**config.mk**
```make
export PLATFORM = sky130hd
export DESIGN_NAME = rtp_header_packetizer_unit
export DESIGN_NICKNAME = d
export VERILOG_FILES = /design/src/sv/rtpp_pkg.sv /design/src/sv/rtpp_front.sv /design/src/sv/rtpp_queue.sv /design/src/sv/rtpp_back.sv /design/src/sv/rtp_header_packetizer_unit.sv
export SDC_FILE = /design/constraint.sdc
export NUM_CORES = 1
export LEC_CHECK = 0
export CORE_MARGIN = 5
export CORE_UTILIZATION = 65
export DETAILED_ROUTE_END_ITERATION = 16
export DONT_BUFFER_PORTS = 1
export MAX_ROUTING_LAYER = met4
export PLACE_DENSITY_LB_ADDON = 0.15
export SLEW_MARGIN = 0
export SYNTH_ARGS = -nofsm -noshare
export SYNTH_HDL_FRONTEND = slang
export SYNTH_SLANG_ARGS = --single-unit
export TNS_END_PERCENT = 5
```
**constraint.sdc**
```tcl
create_clock -name i_clk -period 5.85 [get_ports i_clk]
set_clock_uncertainty 0.1 [all_clocks]
set_input_delay 0.2925 -clock i_clk [delete_from_list [all_inputs] [get_ports i_clk]]
set_output_delay 0.2925 -clock i_clk [all_outputs]
set_load 0.03 [all_outputs]
```
**src/sv/rtpp_pkg.sv**
```systemverilog
`timescale 1ns / 1ps
// ============================================================================
// rtpp_pkg: shared types and constants of the RTP header packetizer
// Holds the descriptor passed from the classifier to the serializer, the
// status and phase codes and the fixed RTP header constants.
// ============================================================================
package rtpp_pkg;

    // Input function codes.
    localparam logic FUNC_OPEN = 1'b0;
    localparam logic FUNC_BYTE = 1'b1;

    // Status codes of a result.
    localparam logic [1:0] ST_OK         = 2'd0;
    localparam logic [1:0] ST_BAD_SESS   = 2'd1;
    localparam logic [1:0] ST_ALREADY    = 2'd2;
    localparam logic [1:0] ST_NOT_OPEN   = 2'd3;

    // Session phase codes.
    localparam logic [1:0] PH_CLOSED = 2'd0;
    localparam logic [1:0] PH_FRESH  = 2'd1;
    localparam logic [1:0] PH_SENT   = 2'd2;

    // Format codes and the payload types they select.
    localparam logic [1:0] FMT_L16 = 2'd0;
    localparam logic [1:0] FMT_L24 = 2'd1;
    localparam logic [6:0] PT_L16   = 7'd96;
    localparam logic [6:0] PT_L24   = 7'd100;
    localparam logic [6:0] PT_OTHER = 7'd99;

    localparam logic [15:0] SEQ_INIT      = 16'd1000;
    localparam logic [7:0]  RTP_V2_BYTE   = 8'h80;
    localparam logic [3:0]  HDR_LAST_IDX  = 4'd12;
    localparam logic [31:0] SRC_ID_RESET  = 32'd33144096;

    // What the serializer has to produce for one request.
    typedef enum logic [1:0] {
        K_STATUS,
        K_BYTE,
        K_HDR
    } t_kind;

    typedef struct packed {
        t_kind       kind;
        logic [1:0]  status;
        logic [7:0]  pbyte;
        logic        last;
        logic        mark;
        logic [6:0]  ptype;
        logic [15:0] seq;
        logic [31:0] ts;
    } t_desc;

    function automatic logic [6:0] f_fmt_type(input logic [1:0] fmt);
        logic [6:0] pt;
        unique case (fmt)
            FMT_L16: pt = PT_L16;
            FMT_L24: pt = PT_L24;
            default: pt = PT_OTHER;
        endcase
        return pt;
    endfunction

endpackage

```
**src/sv/rtpp_front.sv**
```systemverilog
`timescale 1ns / 1ps
// ============================================================================
// rtpp_front: request classifier and session state
// Checks each accepted request against the session table, updates the
// table and builds one descriptor for the serializer.
// ============================================================================
module rtpp_front #(
    parameter int SESSIONS = 4
) (
    input  logic            i_clk,
    input  logic            i_rst_n,
    input  logic            i_accept,
    input  logic            i_func,
    input  logic [2:0]      i_session,
    input  logic [1:0]      i_format,
    input  logic [7:0]      i_payload_byte,
    input  logic            i_first,
    input  logic            i_last,
    input  logic [31:0]     i_time_ms,
    output rtpp_pkg::t_desc o_desc
);
    import rtpp_pkg::*;

    localparam int IW = (SESSIONS > 1) ? $clog2(SESSIONS) : 1;

    logic [1:0]  r_phase [SESSIONS];
    logic [15:0] r_seq   [SESSIONS];
    logic [6:0]  r_type  [SESSIONS];

    logic          w_in_range;
    logic [IW-1:0] w_idx;
    logic [1:0]    w_phase;
    logic [15:0]   w_seq;
    logic [6:0]    w_type;
    logic          w_open_ok;
    logic          w_hdr;
    logic [15:0]   n_seq;

    always_comb begin
        w_in_range = int'(i_session) < SESSIONS;
        w_idx      = i_session[IW-1:0];
        w_phase    = w_in_range ? r_phase[w_idx] : PH_CLOSED;
        w_seq      = w_in_range ? r_seq[w_idx]   : '0;
        w_type     = w_in_range ? r_type[w_idx]  : '0;
        n_seq      = w_seq + 16'd1;

        w_open_ok  = w_in_range && (i_func == FUNC_OPEN) && (w_phase == PH_CLOSED);
        w_hdr      = w_in_range && (i_func == FUNC_BYTE) && (w_phase != PH_CLOSED)
                     && i_first;

        o_desc.kind   = K_STATUS;
        o_desc.status = ST_OK;
        o_desc.pbyte  = i_payload_byte;
        o_desc.last   = i_last;
        o_desc.mark   = (w_phase == PH_FRESH);
        o_desc.ptype  = w_type;
        o_desc.seq    = n_seq;
        o_desc.ts     = i_time_ms;

        priority if (!w_in_range) begin
            o_desc.status = ST_BAD_SESS;
        end else if (i_func == FUNC_OPEN) begin
            o_desc.status = w_open_ok ? ST_OK : ST_ALREADY;
        end else if (w_phase == PH_CLOSED) begin
            o_desc.status = ST_NOT_OPEN;
        end else if (i_first) begin
            o_desc.kind = K_HDR;
        end else begin
            o_desc.kind = K_BYTE;
        end
    end

    always_ff @(posedge i_clk) begin
        if (!i_rst_n) begin
            for (int i = 0; i < SESSIONS; i++) begin
                r_phase[i] <= PH_CLOSED;
                r_seq[i]   <= '0;
                r_type[i]  <= '0;
            end
        end else if (i_accept) begin
            if (w_open_ok) begin
                r_phase[w_idx] <= PH_FRESH;
                r_seq[w_idx]   <= SEQ_INIT;
                r_type[w_idx]  <= f_fmt_type(i_format);
            end
            if (w_hdr) begin
                r_seq[w_idx] <= n_seq;
                if (w_phase == PH_FRESH) begin
                    r_phase[w_idx] <= PH_SENT;
                end
            end
        end
    end

endmodule

```
**src/sv/rtpp_queue.sv**
```systemverilog
`timescale 1ns / 1ps
// ============================================================================
// rtpp_queue: descriptor queue between classifier and serializer
// A small register queue that lets either side stall on its own.
// ============================================================================
module rtpp_queue #(
    parameter int DEPTH = 4
) (
    input  logic            i_clk,
    input  logic            i_rst_n,
    input  logic            i_push,
    input  rtpp_pkg::t_desc i_desc,
    output logic            o_full,
    input  logic            i_pop,
    output logic            o_valid,
    output rtpp_pkg::t_desc o_desc
);
    import rtpp_pkg::*;

    localparam int PW = (DEPTH > 1) ? $clog2(DEPTH) : 1;
    localparam int CW = $clog2(DEPTH + 1);

    t_desc         r_mem [DEPTH];
    logic [PW-1:0] r_wr;
    logic [PW-1:0] r_rd;
    logic [CW-1:0] r_cnt;

    logic w_push;
    logic w_pop;

    assign o_full  = (r_cnt == CW'(DEPTH));
    assign o_valid = (r_cnt != '0);
    assign o_desc  = r_mem[r_rd];
    assign w_push  = i_push && !o_full;
    assign w_pop   = i_pop && o_valid;

    always_ff @(posedge i_clk) begin
        if (w_push) begin
            r_mem[r_wr] <= i_desc;
        end
    end

    always_ff @(posedge i_clk) begin
        if (!i_rst_n) begin
            r_wr  <= '0;
            r_rd  <= '0;
            r_cnt <= '0;
        end else begin
            if (w_push) begin
                r_wr <= (r_wr == PW'(DEPTH - 1)) ? '0 : r_wr + PW'(1);
            end
            if (w_pop) begin
                r_rd <= (r_rd == PW'(DEPTH - 1)) ? '0 : r_rd + PW'(1);
            end
            if (w_push && !w_pop) begin
                r_cnt <= r_cnt + CW'(1);
            end else if (w_pop && !w_push) begin
                r_cnt <= r_cnt - CW'(1);
            end
        end
    end

endmodule

```
**src/sv/rtpp_back.sv**
```systemverilog
`timescale 1ns / 1ps
// ============================================================================
// rtpp_back: result serializer
// Turns each descriptor into one status result, one payload byte, or a
// twelve-byte RTP header followed by the payload byte, into an output
// register.
// ============================================================================
module rtpp_back (
    input  logic            i_clk,
    input  logic            i_rst_n,
    input  logic            i_q_valid,
    input  rtpp_pkg::t_desc i_desc,
    output logic            o_q_pop,
    input  logic [31:0]     i_source_id,
    input  logic            i_pop,
    output logic            o_empty,
    output logic            o_has_byte,
    output logic [7:0]      o_out_byte,
    output logic            o_out_last,
    output logic [1:0]      o_status
);
    import rtpp_pkg::*;

    logic [3:0] r_idx;
    logic       r_valid;
    logic       r_has;
    logic [7:0] r_byte;
    logic       r_last;
    logic [1:0] r_status;

    logic       w_load;
    logic       w_final;
    logic       n_has;
    logic [7:0] n_byte;
    logic       n_last;
    logic [1:0] n_status;

    always_comb begin
        n_has    = 1'b1;
        n_byte   = i_desc.pbyte;
        n_last   = i_desc.last;
        n_status = ST_OK;
        w_final  = 1'b1;
        unique case (i_desc.kind)
            K_HDR: begin
                w_final = (r_idx == HDR_LAST_IDX);
                if (!w_final) begin
                    n_last = 1'b0;
                end
                unique case (r_idx)
                    4'd0:    n_byte = RTP_V2_BYTE;
                    4'd1:    n_byte = {i_desc.mark, i_desc.ptype};
                    4'd2:    n_byte = i_desc.seq[15:8];
                    4'd3:    n_byte = i_desc.seq[7:0];
                    4'd4:    n_byte = i_desc.ts[31:24];
                    4'd5:    n_byte = i_desc.ts[23:16];
                    4'd6:    n_byte = i_desc.ts[15:8];
                    4'd7:    n_byte = i_desc.ts[7:0];
                    4'd8:    n_byte = i_source_id[31:24];
                    4'd9:    n_byte = i_source_id[23:16];
                    4'd10:   n_byte = i_source_id[15:8];
                    4'd11:   n_byte = i_source_id[7:0];
                    default: n_byte = i_desc.pbyte;
                endcase
            end
            K_BYTE: begin
                n_has = 1'b1;
            end
            default: begin
                n_has    = 1'b0;
                n_byte   = '0;
                n_last   = 1'b1;
                n_status = i_desc.status;
            end
        endcase
        w_load  = i_q_valid && (!r_valid || i_pop);
        o_q_pop = w_load && w_final;
    end

    always_ff @(posedge i_clk) begin
        if (!i_rst_n) begin
            r_valid <= 1'b0;
            r_idx   <= '0;
        end else if (w_load) begin
            r_valid <= 1'b1;
            r_idx   <= w_final ? 4'd0 : r_idx + 4'd1;
        end else if (i_pop) begin
            r_valid <= 1'b0;
        end
    end

    always_ff @(posedge i_clk) begin
        if (w_load) begin
            r_has    <= n_has;
            r_byte   <= n_byte;
            r_last   <= n_last;
            r_status <= n_status;
        end
    end

    assign o_empty    = !r_valid;
    assign o_has_byte = r_has;
    assign o_out_byte = r_byte;
    assign o_out_last = r_last;
    assign o_status   = r_status;

endmodule

```
**src/sv/rtp_header_packetizer_unit.sv**
```systemverilog
`timescale 1ns / 1ps
// ============================================================================
// rtp_header_packetizer_unit: multi-session RTP fixed-header packetizer
// Opens sessions and wraps payload bytes with the 12-byte RTP header.
// ============================================================================
// Usage:
// Requests enter through a queue-style port: a request is taken on a rising
// edge with push high and full low. An open request answers with one status
// result; a payload byte on an open session passes through, and a byte that
// starts a packet is preceded by the twelve header bytes (13 results).
// Results leave through a queue-style port: the oldest result sits on the
// result ports while empty is low and is taken on an edge with pop high.
// The source identifier is written through its own valid/ready channel,
// which is always ready; write it only while the block is idle.
// When nothing is waiting ahead of it, an accepted request passes through
// the descriptor queue and then the output register, where its result
// shows on the ports and can be taken.
// Throughput: one request per cycle while full is low, one result per cycle
// while pop is high. The serializer emits one byte per cycle while its
// output register is free, so a packet start yields 13 bytes; a 4-entry
// descriptor queue absorbs requests meanwhile and full rises only when filled.
// When the receiver holds pop low, the output register holds its result,
// the serializer stops, the queue fills and full then stalls the sender.
// Reset closes all sessions, empties the queue and output register and
// loads the source identifier with 33144096.
// ============================================================================
module rtp_header_packetizer_unit #(
    parameter int SESSIONS = 4
) (
    input  logic        i_clk,
    input  logic        i_rst_n,
    // Request side
    input  logic        push,
    output logic        full,
    input  logic        i_func,
    input  logic [2:0]  i_session,
    input  logic [1:0]  i_format,
    input  logic [7:0]  i_payload_byte,
    input  logic        i_first,
    input  logic        i_last,
    input  logic [31:0] i_time_ms,
    // Result side
    output logic        empty,
    input  logic        pop,
    output logic        o_has_byte,
    output logic [7:0]  o_out_byte,
    output logic        o_out_last,
    output logic [1:0]  o_status,
    // Source identifier write channel
    input  logic        i_cfg_valid,
    output logic        o_cfg_ready,
    input  logic [31:0] i_cfg_data
);
    import rtpp_pkg::*;

    logic [31:0] r_source_id;
    logic        w_accept;
    t_desc       w_front_desc;
    t_desc       w_q_desc;
    logic        w_q_valid;
    logic        w_q_pop;

    // The register is a plain write target; it never stalls the channel.
    assign o_cfg_ready = 1'b1;

    always_ff @(posedge i_clk) begin
        if (!i_rst_n) begin
            r_source_id <= SRC_ID_RESET;
        end else if (i_cfg_valid && o_cfg_ready) begin
            r_source_id <= i_cfg_data;
        end
    end

    // A request is taken whenever the descriptor queue has room.
    assign w_accept = push && !full;

    rtpp_front #(
        .SESSIONS (SESSIONS)
    ) u_front (
        .i_clk          (i_clk),
        .i_rst_n        (i_rst_n),
        .i_accept       (w_accept),
        .i_func         (i_func),
        .i_session      (i_session),
        .i_format       (i_format),
        .i_payload_byte (i_payload_byte),
        .i_first        (i_first),
        .i_last         (i_last),
        .i_time_ms      (i_time_ms),
        .o_desc         (w_front_desc)
    );

    rtpp_queue #(
        .DEPTH (4)
    ) u_queue (
        .i_clk   (i_clk),
        .i_rst_n (i_rst_n),
        .i_push  (w_accept),
        .i_desc  (w_front_desc),
        .o_full  (full),
        .i_pop   (w_q_pop),
        .o_valid (w_q_valid),
        .o_desc  (w_q_desc)
    );

    // The serializer reads the live source identifier; the user must change it
    // only while no descriptor is pending, as the block does not enforce this.
    rtpp_back u_back (
        .i_clk       (i_clk),
        .i_rst_n     (i_rst_n),
        .i_q_valid   (w_q_valid),
        .i_desc      (w_q_desc),
        .o_q_pop     (w_q_pop),
        .i_source_id (r_source_id),
        .i_pop       (pop),
        .o_empty     (empty),
        .o_has_byte  (o_has_byte),
        .o_out_byte  (o_out_byte),
        .o_out_last  (o_out_last),
        .o_status    (o_status)
    );

endmodule

```
==> summary.md <==
| Metric | Value |
|---|---|
| Status | complete, no violations |
| Final setup viols | 0 |
| Top cell type's share of synthesized area | between 60% and 70% |
| PD cells | 385 nW/um^2 |
| Die X | between 150 and 200 um |
| Final Util | about three quarters |
| RSZ-0062 raised after global routing | false |
| IO Port Bufs | 0 |
| Mapped Nets | 1116 |
| Worst Setup Start Kind | register |
| Minimum clock period | 3630 ps |
| Finished Layout Cells | 1493 |
| Worst vdd ir | 0.266 mV |
| # clock sinks | 402 |
| Number of synthesized register bits | 402 |
| First-pass GRT wire length | 58600 um |
| Register area | 11600 um^2 |
| Area of the core | 25200 um^2 |
| Crit-path max FO | 41 |
| Setup TNS Final | 0 ps |
| Crit share post-route | 62.0% |
| H-tree lvl count | 2 |
| Ys async rst share | 0% |
| NumNets Final | 1230 |
| CP Capture Type | register |
| Worst-Margin Slew | a little over 1000 ps |
| Total power | about 7.4 mW |
| Fill count | 1356 |
| Worst-Skew Late Latency | between 500 and 600 ps |
| Routability cong. | 0.895 |
| Total GRT Usage | 27.6% |
| Global route overflow | 0 |
| Critical path class | register to register |
| Worst setup endpoint | u_queue.r_cnt[2] |
| Arrival time at the worst endpoint | slightly below 4000 ps |
| Initial drt markers | 1287 |
| Die Ht | 170 um |
| Syn Area/Cell | 16.4 um^2 |
| FF-to-FF End | u_queue.r_cnt[2] |
| Multi-input gate area | 4640 um^2 |
| Post-Syn Instances | 1017 |
| YS warnings | 0 |
| Clock-pin transition on the worst setup and hold timing paths | 60 ps |
| Reg2Reg Depth | 11 |
| P&R area growth vs syn | 16.2% |
| Via-per-instance ratio | ~6.4 |
| Clk root buf | clkbuf_16 |
| LEAKAGE | 6.66 nW |
| Hold Vio Cnt, Final | 0 |
| Final hold slack | about 22 ps |
| Final non-filler cell area | 19300 um^2 |
| Worst slack at placement | 2260 ps |
| Layout cell share with drive strength beyond 1 | 12.7% |
| Predominant post-synthesis flop cell | edfxtp_1 |
| Initial core utilization | roughly 66% |
| Initial antenna violation count | 3 |
| WP data required | between 6000 and 7000 ps |
| Routed vias | 9537 |
| Register area share after synthesis | 69.8% |
| Worst Slack Setup Final | around 2200 ps |
| PostCTS Resize Cnt | 0 |
| Hpwl dp | 21900 um |
| ANT nets after route | 0 |
| Detailed Routing Iterations Pass 1 | 6 |
| CTS tree | done |
| Std cell rows | 58 |
| Number of enable flip-flop cells after synthesis | 356 |
| Synthesized cell area | ~17000 um^2 |
| Max Cap Viol | 0 |
| WL/cell | around 26 um |
| Ports | 100 |
| Placed cell area | between 15000 and 20000 um^2 |
| Most frequent cells in the layout | edfxtp_1, dlygate4sd3_1, nor2_1, mux4_2, nand2_1 |
| Dpl cells | roughly 1300 |
| Post-route DRC | 0 |
| Die area | 28900 um^2 |
| TritonCTS buffer count | 40 |
| Final slew viol count | 0 |
| Vias in the first global route | approximately 9900 |
| Area contributors post-synth | edfxtp_1, mux4_2, dfxtp_1 |
| Pin count of the biggest net entering global routing | 70 |
| Worst hold-check path type | input port to register |
| Post-Route WL | 38100 um |
| Commonest non-fill, non-tap cell in the layout | edfxtp_1 |
| Max clock buf depth | 3 |
| Slew headroom | a little under a third |
| Reg-to-reg slack, setup | 2220 ps |
| Fmax | 276 MHz |
| Cell accounting for the most synthesized area | edfxtp_1 |
| Library cells used by synthesis | 60 |
## final cells by class
| class | instances | share of cell area [%] |
|---|---|---|
| sequential | 402 | 60.1 |
| inverter | 38 | 0.737 |
| clock inverter | 18 | 0.815 |
| timing repair buffer | 129 | 6.69 |
| multi-input combinational | 520 | 24.0 |
| antenna | 3 | 0.0388 |
| tap | 330 | 2.13 |
| clock buffer | 53 | 5.54 |
## state kept, by name, summed over array words and instances, names as in the netlist, 3 cells and up, named ones only
register and count:
u_queue.r_mem 260, u_front.r_seq 64, r_source_id 32, u_front.r_type 12
u_back.o_out_byte 8, u_front.r_phase 8, u_back.r_idx 4, u_queue.r_cnt 3
## worst min-delay path by stage
stage | start | to | cells after the start
floorplan | i_time_ms[0] | u_queue.r_mem[0][0] | 0
global placement | i_rst_n | r_source_id[24] | 1
detailed placement | i_rst_n | r_source_id[21] | 1
CTS | i_rst_n | u_queue.r_wr[0] | 2
global route | i_rst_n | u_queue.r_wr[0] | 2
finish | i_format[0] | u_front.r_type[3][2] | 2
## synth_stat cells (all sizes together) (3+ instances only)
| cell | instances |
|---|---|
| buf | 26 |
| and3 | 7 |
| a21oi | 27 |
| nor2b | 28 |
| nand2 | 66 |
| clkbuf | 31 |
| a311oi | 3 |
| ha | 13 |
| mux2i | 38 |
| dfxtp | 46 |
| nor3b | 4 |
| nor2 | 75 |
| nand4 | 4 |
| a22oi | 18 |
| a222oi | 4 |
| xor2 | 7 |
| o21ai | 32 |
| and2 | 19 |
| a22o | 3 |
| edfxtp | 356 |
| nand3 | 17 |
| or2 | 3 |
| nand2b | 6 |
| a32oi | 3 |
| xnor2 | 9 |
| mux2 | 6 |
| a21boi | 3 |
| mux4 | 82 |
| inv | 38 |
| nor3 | 12 |
## layer usage
layer / track usage [%] / up-vias / routed length, um
li1: - / 4154 / -
met1: 35.5 / 4825 / 14400
met2: 45.4 / 458 / 19400
met3: 5.18 / 100 / 2960
met4: 9.20 / 0 / 1310
met5: - / - / 0
## worst max-delay path: stages (launching register included)
cell      delay, ps
dfxtp_4         900
mux4_2          610
inv_1            70
ha_1            240
nand2_1         110
nand2_1         190
ha_1            250
inv_1            70
fa_1            380
xor2_1          160
or3_1           300
a21boi_0        160
## repair_timing
action / in CTS / in global routing
buffers inserted: 0 / 0
hold buffers: 126 / 0
hold endpoints to repair: 282 / 0
## power by group
part | internal [mW] | total (mW) | leakage (nW) | switching (mW)
combinational | 0.609 | 1.28 | 2.30 | 0.671
clock | 1.42 | 2.43 | 0.591 | 1.02
sequential | 3.43 | 3.73 | 3.77 | 0.307
## cell families (layout without fill, tap and decap cells)
| group | count (synthesis) | after routing | synth area share (%) |
|---|---|---|---|
| XOR/XNOR | 16 | 16 | 0.955 |
| multiplexers | 126 | 126 | 14.0 |
| other | 1 | 4 | 0.0225 |
| adder cells (fa/ha/maj) | 14 | 14 | 1.10 |
| AND/OR/NAND/NOR | 250 | 250 | 7.35 |
| flip-flops | 402 | 402 | 69.8 |
| buffers and inverters | 95 | 238 | 2.41 |
| AO/OA/AOI/OAI | 113 | 113 | 4.44 |
Note: power is estimated with default switching activity, not from simulation.
